===== config.mk =====
export PLATFORM = sky130hd
export DESIGN_NAME = usb_hid_pointer_endpoint_finder_top
export DESIGN_NICKNAME = d
export VERILOG_FILES = /design/src/rtl/ushpf_pkg.sv /design/src/rtl/ushpf_in_stage.sv /design/src/rtl/ushpf_walker.sv /design/src/rtl/usb_hid_pointer_endpoint_finder_top.sv
export SDC_FILE = /design/constraint.sdc
export NUM_CORES = 1
export LEC_CHECK = 0
export ABC_AREA = 0
export BUFFER_PORTS_ARGS = -buffer_cell sky130_fd_sc_hd__buf_2
export CORE_ASPECT_RATIO = 0.5
export CORE_MARGIN = 3
export CORE_UTILIZATION = 55
export CTS_CLUSTER_DIAMETER = 50
export DETAILED_ROUTE_END_ITERATION = 10
export GPL_TIMING_DRIVEN = 0
export PLACE_DENSITY = 0.74
export SYNTH_ARGS = -nofsm -noshare
export SYNTH_HDL_FRONTEND = slang
export SYNTH_SLANG_ARGS = --single-unit

===== constraint.sdc =====
create_clock -name clk -period 9.3 [get_ports clk]
set_input_delay 1.86 -clock clk [delete_from_list [all_inputs] [get_ports clk]]
set_output_delay 1.86 -clock clk [all_outputs]
set_load 0.01 [all_outputs]

===== src/rtl/ushpf_pkg.sv =====
`timescale 1ns / 1ps

package ushpf_pkg;

	// descriptor type codes
	localparam logic [7:0] TYPE_INTERFACE = 8'h04;
	localparam logic [7:0] TYPE_ENDPOINT  = 8'h05;
	localparam logic [7:0] TYPE_HID       = 8'h21;

	// interface class codes
	localparam logic [7:0] CLASS_HID      = 8'h03;
	localparam logic [7:0] SUBCLASS_BOOT  = 8'h01;
	localparam logic [7:0] PROTOCOL_MOUSE = 8'h02;

	// length and size rules
	localparam logic [15:0] TABLET_REPORT_LEN = 16'd74;
	localparam logic [10:0] TABLET_MIN_PACKET = 11'd5;
	localparam logic [7:0]  IFACE_MIN_LEN     = 8'd9;
	localparam logic [7:0]  HID_MIN_LEN       = 8'd9;
	localparam logic [7:0]  EP_MIN_LEN        = 8'd7;
	localparam logic [7:0]  MIN_DESC_LEN      = 8'd2;
	localparam logic [7:0]  LAST_CAPTURE_POS  = 8'd8;
	localparam int          CAPTURE_DEPTH     = 7;

	localparam logic [1:0] XFER_INTERRUPT = 2'b11;

	typedef enum logic [1:0] {
		KIND_NONE   = 2'd0,
		KIND_MOUSE  = 2'd1,
		KIND_TABLET = 2'd2
	} kind_t;

	// one input item
	typedef struct packed {
		logic [7:0] data_b;
		logic       last;
	} item_t;

	// chosen endpoint record
	typedef struct packed {
		logic [7:0]  iface;
		kind_t       kind;
		logic [7:0]  addr;
		logic [7:0]  attr;
		logic [10:0] mp;
		logic [7:0]  intv;
	} hit_t;

	// one result item
	typedef struct packed {
		logic found;
		hit_t hit;
	} res_t;

endpackage


===== src/rtl/ushpf_in_stage.sv =====
`timescale 1ns / 1ps

module ushpf_in_stage (
	input  logic             clk,
	input  logic             arst_n,
	input  logic             in_valid,
	output logic             in_stall,
	input  logic [7:0]       data_byte,
	input  logic             block_end,
	input  logic             out_block,
	output logic             step,
	output ushpf_pkg::item_t item_s1
);
	import ushpf_pkg::*;

	logic valid_s1;
	logic accept;

	// hold only a final item whose result cannot leave yet
	assign in_stall = valid_s1 && item_s1.last && out_block;
	assign step     = valid_s1 && !in_stall;
	assign accept   = in_valid && !in_stall;

	always_ff @(posedge clk or negedge arst_n) begin
		if (!arst_n) begin
			valid_s1 <= 1'b0;
		end else if (accept) begin
			valid_s1 <= 1'b1;
		end else if (step) begin
			valid_s1 <= 1'b0;
		end
	end

	// item payload
	always_ff @(posedge clk) begin
		if (accept) begin
			item_s1.data_b <= data_byte;
			item_s1.last   <= block_end;
		end
	end

endmodule


===== src/rtl/ushpf_walker.sv =====
`timescale 1ns / 1ps

module ushpf_walker (
	input  logic             clk,
	input  logic             arst_n,
	input  logic             step,
	input  ushpf_pkg::item_t item_s1,
	input  logic [10:0]      limit,
	output logic             res_valid,
	output ushpf_pkg::res_t  res
);
	import ushpf_pkg::*;

	logic [7:0] pos_q, size_q, code_q, iface_q;
	logic       hid_q, halt_q, hit_valid_q;
	kind_t      kind_q;
	hit_t       hit_q;
	logic [7:0] cap_q [CAPTURE_DEPTH];

	logic [7:0] pos_n, size_n, code_n, iface_n;
	logic       hid_n, halt_n, hit_valid_n;
	kind_t      kind_n;
	hit_t       hit_n;
	logic [7:0] cap_n [CAPTURE_DEPTH];

	logic        cap_wr;
	logic [2:0]  cap_idx;
	logic        done;
	logic [7:0]  b;
	logic [10:0] mp;
	logic [15:0] rlen;
	logic        size_ok, fits;

	assign b       = item_s1.data_b;
	assign cap_idx = 3'(pos_q - 8'd2);

	// one walk step plus decode of a finished descriptor
	always_comb begin
		cap_wr      = 1'b0;
		done        = 1'b0;
		pos_n       = pos_q;
		size_n      = size_q;
		code_n      = code_q;
		iface_n     = iface_q;
		hid_n       = hid_q;
		kind_n      = kind_q;
		halt_n      = halt_q;
		hit_valid_n = hit_valid_q;
		hit_n       = hit_q;

		if (!halt_q) begin
			if (pos_q == 8'd0) begin
				size_n = b;
				if (b < MIN_DESC_LEN) begin
					halt_n = 1'b1;
				end else begin
					pos_n = 8'd1;
				end
			end else begin
				if (pos_q == 8'd1) begin
					code_n = b;
				end else if (pos_q <= LAST_CAPTURE_POS) begin
					cap_wr = 1'b1;
				end
				if (({1'b0, pos_q} + 9'd1) >= {1'b0, size_q}) begin
					done  = 1'b1;
					pos_n = 8'd0;
				end else begin
					pos_n = pos_q + 8'd1;
				end
			end
		end

		// captured bytes with the current byte forwarded
		for (int i = 0; i < CAPTURE_DEPTH; i++) begin
			cap_n[i] = (cap_wr && cap_idx == 3'(i)) ? b : cap_q[i];
		end

		mp      = {cap_n[3][2:0], cap_n[2]};
		rlen    = {cap_n[6], cap_n[5]};
		size_ok = (kind_q != KIND_TABLET) || (mp >= TABLET_MIN_PACKET);
		fits    = (limit == 11'd0) || (mp <= limit);

		if (done) begin
			if (code_n == TYPE_INTERFACE && size_q >= IFACE_MIN_LEN) begin
				iface_n = cap_n[0];
				hid_n   = (cap_n[3] == CLASS_HID);
				kind_n  = KIND_NONE;
				if (cap_n[3] == CLASS_HID && cap_n[4] == SUBCLASS_BOOT &&
						cap_n[5] == PROTOCOL_MOUSE) begin
					kind_n = KIND_MOUSE;
				end
			end else if (code_n == TYPE_HID && size_q >= HID_MIN_LEN) begin
				if (hid_q && kind_q == KIND_NONE && rlen == TABLET_REPORT_LEN) begin
					kind_n = KIND_TABLET;
				end
			end else if (code_n == TYPE_ENDPOINT && size_q >= EP_MIN_LEN) begin
				if (!hit_valid_q && kind_q != KIND_NONE && size_ok && fits &&
						cap_n[1][1:0] == XFER_INTERRUPT && cap_n[0][7]) begin
					hit_valid_n = 1'b1;
					hit_n.iface = iface_q;
					hit_n.kind  = kind_q;
					hit_n.addr  = cap_n[0];
					hit_n.attr  = cap_n[1];
					hit_n.mp    = mp;
					hit_n.intv  = cap_n[4];
				end
			end
		end

		res_valid = step && item_s1.last;
		res.found = hit_valid_n;
		res.hit   = hit_valid_n ? hit_n : '0;
	end

	// walk state, cleared after the final item of a block
	always_ff @(posedge clk or negedge arst_n) begin
		if (!arst_n) begin
			pos_q       <= '0;
			size_q      <= '0;
			code_q      <= '0;
			iface_q     <= '0;
			hid_q       <= 1'b0;
			kind_q      <= KIND_NONE;
			halt_q      <= 1'b0;
			hit_valid_q <= 1'b0;
			hit_q       <= '0;
		end else if (step) begin
			if (item_s1.last) begin
				pos_q       <= '0;
				size_q      <= '0;
				code_q      <= '0;
				iface_q     <= '0;
				hid_q       <= 1'b0;
				kind_q      <= KIND_NONE;
				halt_q      <= 1'b0;
				hit_valid_q <= 1'b0;
				hit_q       <= '0;
			end else begin
				pos_q       <= pos_n;
				size_q      <= size_n;
				code_q      <= code_n;
				iface_q     <= iface_n;
				hid_q       <= hid_n;
				kind_q      <= kind_n;
				halt_q      <= halt_n;
				hit_valid_q <= hit_valid_n;
				hit_q       <= hit_n;
			end
		end
	end

	// descriptor bytes two to eight
	always_ff @(posedge clk) begin
		if (step && cap_wr) begin
			cap_q[cap_idx] <= b;
		end
	end

endmodule


===== src/rtl/usb_hid_pointer_endpoint_finder_top.sv =====
`timescale 1ns / 1ps
// the result register captures a result as the final item of its block is walked
// throughput: one item per cycle unless stalled, set by the combinational descriptor walk step
// the input register stalls only when a final item meets a result still held
// reset: asynchronous, active low; clears the walk state, the valid flags and
// sets the limit register limit_q to zero (no limit)

module usb_hid_pointer_endpoint_finder_top (
	input  logic        clk,
	input  logic        arst_n,
	input  logic        in_valid,
	output logic        in_stall,
	input  logic [7:0]  data_byte,
	input  logic        block_end,
	input  logic        cfg_valid,
	output logic        cfg_ready,
	input  logic [10:0] cfg_data,
	output logic        out_valid,
	input  logic        out_stall,
	output logic        found_flag,
	output logic [7:0]  owner_iface,
	output logic [1:0]  device_kind,
	output logic [7:0]  endpoint_address,
	output logic [7:0]  endpoint_attributes,
	output logic [10:0] max_packet,
	output logic [7:0]  poll_interval
);
	import ushpf_pkg::*;

	item_t       item_s1;
	logic        step;
	logic        res_valid;
	res_t        res;
	res_t        res_q;
	logic        out_valid_q;
	logic [10:0] limit_q;

	ushpf_in_stage u_in_stage (
		.clk       (clk),
		.arst_n    (arst_n),
		.in_valid  (in_valid),
		.in_stall  (in_stall),
		.data_byte (data_byte),
		.block_end (block_end),
		.out_block (out_valid_q && out_stall),
		.step      (step),
		.item_s1   (item_s1)
	);

	ushpf_walker u_walker (
		.clk       (clk),
		.arst_n    (arst_n),
		.step      (step),
		.item_s1   (item_s1),
		.limit     (limit_q),
		.res_valid (res_valid),
		.res       (res)
	);

	// limit register
	assign cfg_ready = 1'b1;

	always_ff @(posedge clk or negedge arst_n) begin
		if (!arst_n) begin
			limit_q <= '0;
		end else if (cfg_valid && cfg_ready) begin
			limit_q <= cfg_data;
		end
	end

	// result register
	always_ff @(posedge clk or negedge arst_n) begin
		if (!arst_n) begin
			out_valid_q <= 1'b0;
		end else if (res_valid) begin
			out_valid_q <= 1'b1;
		end else if (!out_stall) begin
			out_valid_q <= 1'b0;
		end
	end

	always_ff @(posedge clk) begin
		if (res_valid) begin
			res_q <= res;
		end
	end

	assign out_valid           = out_valid_q;
	assign found_flag          = res_q.found;
	assign owner_iface         = res_q.hit.iface;
	assign device_kind         = res_q.hit.kind;
	assign endpoint_address    = res_q.hit.addr;
	assign endpoint_attributes = res_q.hit.attr;
	assign max_packet          = res_q.hit.mp;
	assign poll_interval       = res_q.hit.intv;

endmodule


==> impl_metrics.env, run 1 <==
export IMPL_crit_path_max_fanout=10
export IMPL_hold_class="reg2reg"
export IMPL_viasPerCell=5.95
export IMPL_crit_required_ns=9.49
export IMPL_clock_sinks=206
export IMPL_coreArea_um2=16600
export IMPL_cts_max_level=1
export IMPL_vias=6633
export IMPL_cts_hold_buf=0
export IMPL_dieArea_um2=18800
export IMPL_crit_path_start="u_walker.pos_q[0]$_DFFE_PN0P_"
export IMPL_io_pins=74
export IMPL_netlist_area_um2=9400
export IMPL_relSlewSlack_pct=27.0
export IMPL_cts_buffers=19
export IMPL_start_util_pct=56.8
export IMPL_grt_pass1_vias=6442
export IMPL_final_cell_mix="edfxtp_1, nand2_1, dfrtp_1, buf_2, o21ai_0"
export IMPL_start_kind="register"
export IMPL_nets=924
export IMPL_p_leak_nw=4.52
export IMPL_grt_usage_pct=24.6
export IMPL_syn2layout_area_growth_pct=13.5
export IMPL_drt_initial_drc_count=685
export IMPL_drc=0
export IMPL_placementRows=33
export IMPL_fin_area_um2=10700
export IMPL_ant_nets=0
export IMPL_cts_tree="yes"
export IMPL_grt_max_degree=52
export IMPL_ir_drop_uv=102
export IMPL_yosysSeqAreaShare_pct=60.7
export IMPL_power_density_nw_per_um2=188
export IMPL_setup_viol_count_final=0
export IMPL_syn_avg_cell_area_um2=12.0
export IMPL_hold_viol=0
export IMPL_dr_pass1_iters=5
export IMPL_worst_setup_path_type="reg2reg"
export IMPL_fin_hold_ws_ns=0.482
export IMPL_path_clk_slew_ns=0.07
export IMPL_synth_top_flop_cell="edfxtp_1"
export IMPL_wl_um=22600
export IMPL_status="finished, final reports clean"
export IMPL_worst_slew_pin_slew_ns=1.09
export IMPL_dpl_cell_area_um2=10100
export IMPL_skew_ns=0.0110
export IMPL_synthCells=781
export IMPL_post_cts_buffers=0
export IMPL_ys_types=69
export IMPL_port_buffers=71
export IMPL_tns_ns=0
export IMPL_final_common_cell="edfxtp_1"
export IMPL_met2_usage_pct=37.2
export IMPL_synth_edf_count=111
export IMPL_fmax_mhz=182
export IMPL_grt_use_met1_pct=36.7
export IMPL_clk_latency_ns=0.49
export IMPL_gp_congestion=0.921
export IMPL_rr_startpoint="u_walker.pos_q[0]$_DFFE_PN0P_"
export IMPL_cp_end_kind="register"
export IMPL_synth_warnings=0
export IMPL_fp_dieH_um=98.5
export IMPL_grt_busiest_layer="met2"
export IMPL_hp_start="u_walker.hit_q[34]$_DFFE_PN0P_"
export IMPL_fp_dieW_um=191
export IMPL_ctsResizeCount=0
export IMPL_max_cap_viol_count=0
export IMPL_place_hpwl_um=16300
export IMPL_grt_pass1_wl_um=36000
export IMPL_final_layout_size_suffix_gt1_share_pct=17.5
export IMPL_grt_overflow=0
export IMPL_antenna_found_initial=0
export IMPL_drv_slew=0
export IMPL_use_met3_pct=6.50
export IMPL_min_period_ns=5.50
export IMPL_avgRoutedWirePerCell_um=20.2
export IMPL_diodes=0
export IMPL_cts_root_buf="clkbuf_16"
export IMPL_clk_path_buf_depth=3
export IMPL_syn_nets=831
export IMPL_rsz0062_at_grt="no"
export IMPL_postSynth_asyncResetShare_pct=46.1
export IMPL_synth_seq_cells=206
export IMPL_finalCritPeriodShare_pct=59.1
export IMPL_worst_ep_arrival_time_ns=5.69
export IMPL_fill_cells=1289
## metrics by stage
stage | utilization (%) | setup WS, ns | total power, mW | std cells
after floorplan | - | 5.31 | 1.19 | 781
after global placement | 60.6 | 4.12 | 1.26 | 1079
after detailed placement | 60.8 | 4.02 | 1.27 | 1080
after CTS | 64.5 | 3.92 | 2.01 | 1114
after global routing | 64.5 | 3.45 | 2.08 | 1114
final | 64.5 | 3.80 | 2.01 | 1114
## layer usage
layer	part of all wire (%)	routed length, um	up-vias
met4	1.6	357	0
met2	43	9800	296
met1	44	9990	3245
met3	11	2410	37
li1	-	-	3055
met5	0	0	-
## state kept, by name, summed over array words and instances, names as in the netlist, 8 cells and up
register and cells:
poll_interval 8, max_packet 11, endpoint_address 8, u_in_stage.item_s1 9, owner_iface 8, u_walker.iface_q 8
endpoint_attributes 8, u_walker.pos_q 8, u_walker.code_q 8, u_walker.cap_q 56, u_walker.size_q 8, u_walker.hit_q 45
limit_q 11
## cell families (layout without fill, tap and decap cells)
kind of cell / Yosys count / after routing / share of synthesized area, %
adders and majority gates: 26 / 26 / 3.43
buffers and inverters: 86 / 192 / 3.82
AOI/OAI and AO/OA: 173 / 173 / 13.7
muxes: 37 / 37 / 4.25
DFF: 206 / 206 / 60.7
other: 1 / 1 / 0.0399
and+or+nand+nor: 244 / 244 / 13.3
xor gates and xnor gates: 8 / 8 / 0.745
## critical path, cell delays in order, from the launching register on
cell	delay, ns
dfrtp_1	0.55
inv_1	0.17
ha_1	0.31
and3b_1	0.23
o2111ai_1	0.81
mux2i_1	0.58
inv_1	0.09
ha_1	0.30
and4_1	0.24
nand3_1	0.09
mux2_1	0.31
o221ai_1	0.39
nand2_1	0.12
nand4_1	0.32
clkbuf_1	0.40
o21ai_0	0.26
## worst paths after layout
path                                                   to  slack, ns  cells past startpoint
setup / recovery           poll_interval[6]$_SDFFCE_PN0P_       3.80                     15
hold / removal             u_walker.hit_q[34]$_DFFE_PN0P_       0.48                      2
setup reg to reg           poll_interval[6]$_SDFFCE_PN0P_       3.80                     15
hold reg to reg            u_walker.hit_q[34]$_DFFE_PN0P_       0.48                      2
max in group asynchronous  u_walker.code_q[6]$_DFFE_PN0P_       7.24                      2
min in group asynchronous  u_walker.hit_q[20]$_DFFE_PN0P_       1.37                      1
## Yosys cell counts, drive strengths merged, types with 9 or more instances
cell	n	area, um^2
a21oi	11	55.1
a22o	18	158
and3	12	75.1
buf	17	100
clkbuf	25	93.8
dfrtp	95	2380
edfxtp	111	3330
ha	25	313
inv	44	165
mux2i	34	365
nand2	108	415
nand3	14	87.6
nand4	11	68.8
nor2	36	135
nor3	12	71.3
nor4	11	83.8
o21ai	66	334
o2bb2ai	32	280
o311ai	9	146
o31ai	11	82.6
or3b	9	78.8
## report_power, final
group	leakage, nW	internal (mW)	switching [mW]
Clock	0.297	0.419	0.335
Sequential	2.32	1.01	0.0364
Combinational	1.91	0.0788	0.128
Total	4.52	1.51	0.499
## layout make-up
type | instances | area [um^2] | area share (%)
Timing Repair Buffer | 72 | 385 | 3.61
Inverter | 44 | 165 | 1.55
Multi-Input combinational cell | 489 | 3330 | 31.2
Sequential cell | 206 | 5710 | 53.5
Buffer | 42 | 194 | 1.82
Clock inverter | 8 | 51.3 | 0.481
Clock buffer | 26 | 552 | 5.17
Tap cell | 227 | 284 | 2.66
(Power assumes the default switching activity.)
==> inputs of run 2 (changes only) <==
--- a/config.mk
+++ b/config.mk
@@ -9,11 +9,11 @@
 export BUFFER_PORTS_ARGS = -buffer_cell sky130_fd_sc_hd__buf_2
 export CORE_ASPECT_RATIO = 0.5
 export CORE_MARGIN = 3
-export CORE_UTILIZATION = 55
+export CORE_UTILIZATION = 54
 export CTS_CLUSTER_DIAMETER = 50
 export DETAILED_ROUTE_END_ITERATION = 10
 export GPL_TIMING_DRIVEN = 0
-export PLACE_DENSITY = 0.74
+export PLACE_DENSITY = 0.76
 export SYNTH_ARGS = -nofsm -noshare
 export SYNTH_HDL_FRONTEND = slang
 export SYNTH_SLANG_ARGS = --single-unit
==> constraint.sdc (replaced) <==
create_clock -name clk -period 4.65 [get_ports clk]
set_input_delay 0.93 -clock clk [delete_from_list [all_inputs] [get_ports clk]]
set_output_delay 0.93 -clock clk [all_outputs]
set_load 0.01 [all_outputs]
==> run 2 against run 1 <==
Against the previous run: cell count increased by 0.81%; utilization increased by 0.21 points; largest cell class unchanged; critical endpoint is now u_walker.hit_q[13]$_DFFE_PN0P_; clock-buffer cell count decreased by 3; sequential share of layout area decreased by 0.69 points; critical path depth increased by 1; non-clock buffer count increased by 10; die area increased by 1.8%; via count increased by 3.0%; sequential power increased by 99%; highest routed layer unchanged.
==> impl_metrics.env, run 2 (synthesis results as in run 1) <==
export IMPL_clk_latency_ns=0.48
export IMPL_clock_sinks=206
export IMPL_reg2reg_to="u_walker.hit_q[13]$_DFFE_PN0P_"
export IMPL_ff2ff_path_depth=16
export IMPL_avgRoutedWirePerCell_um=20.6
export IMPL_grt_max_degree=72
export IMPL_worst_slew_pin_slew_ns=1.07
export IMPL_gp_congestion=0.953
export IMPL_regMostFlops="u_walker.cap_q"
export IMPL_cts_buffers=19
export IMPL_vias=6832
export IMPL_skew_ns=0.00820
export IMPL_coreArea_um2=16700
export IMPL_dpl_cell_area_um2=10100
export IMPL_drc=0
export IMPL_dr_pass1_iters=6
export IMPL_drv_slew=0
export IMPL_placementRows=33
export IMPL_cpMaxStageDelayCell="dfrtp_2"
export IMPL_io_pins=74
export IMPL_syn2layout_area_growth_pct=15.0
export IMPL_status="finished, final reports clean"
export IMPL_diodes=0
export IMPL_grt_overflow=0
export IMPL_cts_max_level=1
export IMPL_crit_required_ns=5.00
export IMPL_dieArea_um2=19100
export IMPL_critical_path_cell_chain="inv_1 > ha_2 > and3b_1 > o2111ai_4 > mux2i_4 > inv_1 > ha_1 > and4_1 > nand3_1 > mux2_1 > o31a_1 > a211oi_4 > buf_4 > o21ai_2 > buf_2 > o2bb2ai_1"
export IMPL_multiInputGateArea_um2=3410
export IMPL_antenna_found_initial=0
export IMPL_finalCritPeriodShare_pct=95.9
export IMPL_largest_reg_flops=56
export IMPL_cts_root_buf="clkbuf_16"
export IMPL_grt_pass1_wl_um=36000
export IMPL_worst_ep_arrival_time_ns=4.81
export IMPL_rsz0062_at_grt="yes"
export IMPL_path_clk_slew_ns=0.07
export IMPL_fin_area_um2=10800
export IMPL_nets=934
export IMPL_clk_path_buf_depth=3
export IMPL_fmax_mhz=224
export IMPL_port_buffers=71
export IMPL_hold_class="in2async"
export IMPL_grt_usage_pct=24.3
export IMPL_final_layout_size_suffix_gt1_share_pct=19.6
export IMPL_p_leak_nw=4.57
export IMPL_fp_dieW_um=193
export IMPL_cts_tree="yes"
export IMPL_viasPerCell=6.08
export IMPL_start_util_pct=56.2
export IMPL_fill_cells=1246
export IMPL_cpPeakStageDelay_ns=0.46
export IMPL_reg_largest_list="u_walker.cap_q (56), u_walker.hit_q (45)"
export IMPL_drt_initial_drc_count=699
export IMPL_ant_nets=0
export IMPL_crit_top_cell="inv_1"
export IMPL_rr_startpoint="u_walker.pos_q[0]$_DFFE_PN0P_"
export IMPL_cp_end_kind="register"
export IMPL_final_common_cell="edfxtp_1"
export IMPL_final_core_util_pct=64.7
export IMPL_crit_path_max_fanout=10
export IMPL_ff_latch_area_um2=5710
export IMPL_worst_setup_path_type="reg2reg"
export IMPL_power_density_nw_per_um2=371
export IMPL_start_kind="register"
export IMPL_fp_dieH_um=99.3
export IMPL_grt_use_met1_pct=35.3
export IMPL_met2_usage_pct=37.7
export IMPL_rrSetupSlack_ns=0.19
export IMPL_max_cap_viol_count=0
export IMPL_relSlewSlack_pct=27.9
export IMPL_hold_viol=0
export IMPL_min_period_ns=4.46
export IMPL_setup_viol_count_final=0
export IMPL_ir_drop_uv=225
export IMPL_grt_pass1_vias=6698
export IMPL_use_met3_pct=5.39
export IMPL_final_cell_mix="edfxtp_1, nand2_1, dfrtp_1, buf_2, o21ai_0"
export IMPL_place_inst=1080
export IMPL_grt_busiest_layer="met2"
export IMPL_cts_hold_buf=0
export IMPL_layoutNonFillerInstCount=1123
export IMPL_place_hpwl_um=16300
export IMPL_wl_um=23100
[run 2: cell types whose count changed in the layout (fill, tap and decap cells not counted), sizes merged]
cell / before / now
clkbuf: 51 / 45
inv: 46 / 45
clkinv: 5 / 7
bufinv: 0 / 1
buf: 89 / 102
[run 2: layer usage]
layer | vias to the layer above | part of all wire, %
met1 | 3328 | 43
met3 | 66 | 10
met5 | - | 0
li1 | 3067 | -
met2 | 371 | 44
met4 | 0 | 2.7
[run 2: worst max-delay path by stage]
stage / to / cells past startpoint / from
after global placement: endpoint_attributes[6]$_SDFFCE_PN0P_ / 15 / u_walker.pos_q[0]$_DFFE_PN0P_
after detailed placement: endpoint_attributes[6]$_SDFFCE_PN0P_ / 15 / u_walker.pos_q[0]$_DFFE_PN0P_
final: u_walker.hit_q[13]$_DFFE_PN0P_ / 16 / u_walker.pos_q[0]$_DFFE_PN0P_
after floorplan: u_walker.hit_q[35]$_DFFE_PN0P_ / 15 / u_walker.pos_q[0]$_DFFE_PN0P_
after CTS: u_walker.hit_q[24]$_DFFE_PN0P_ / 15 / u_walker.pos_q[0]$_DFFE_PN0P_
after global routing: poll_interval[6]$_SDFFCE_PN0P_ / 16 / u_walker.pos_q[2]$_DFFE_PN0P_
[run 2: layout make-up]
type / count / share of cell area, %
multi-input combinational: 489 / 31.6
tap: 227 / 2.63
sequential: 206 / 52.8
timing repair buffer: 82 / 4.26
clock inverter: 10 / 0.764
clock buffer: 23 / 4.53
buffer: 42 / 1.91
inverter: 44 / 1.53
[run 2: worst max-delay path, delay by kind of cell (launching register included)]
kind / cells / cell delay (ns)
compound gates: 5 / 1.34
buf+inv: 4 / 0.68
mux: 2 / 0.67
simple gates: 3 / 0.61
fa+ha+maj: 2 / 0.55
flops: 1 / 0.46
[run 2: stage by stage]
| stage | setup WS, ns | hold slack [ns] | power (mW) | TNS [ns] |
|---|---|---|---|---|
| 6_report | 0.191 | 0.355 | 4.01 | 0 |
| 5_1_grt | -0.102 | 0.372 | 4.16 | -0.663 |
| 4_1_cts | 0.0234 | 0.359 | 4.00 | 0 |
| 3_5_place_dp | -0.566 | 0.468 | 2.54 | -29.80 |
| 3_3_place_gp | -0.455 | 0.461 | 2.52 | -19.24 |
| 2_1_floorplan | 0.668 | 0.447 | 2.39 | 0 |
[run 2: repair_timing]
item	in CTS	in global routing
pin swaps	0	2
resized for setup	9	25
setup endpoints to repair	92	101
setup buffers	1	9
[run 2: power breakdown]
part | internal (mW) | switching [mW]
logic | 0.171 | 0.266
registers | 2.02 | 0.0728
clock network | 0.814 | 0.672
total | 3.00 | 1.01
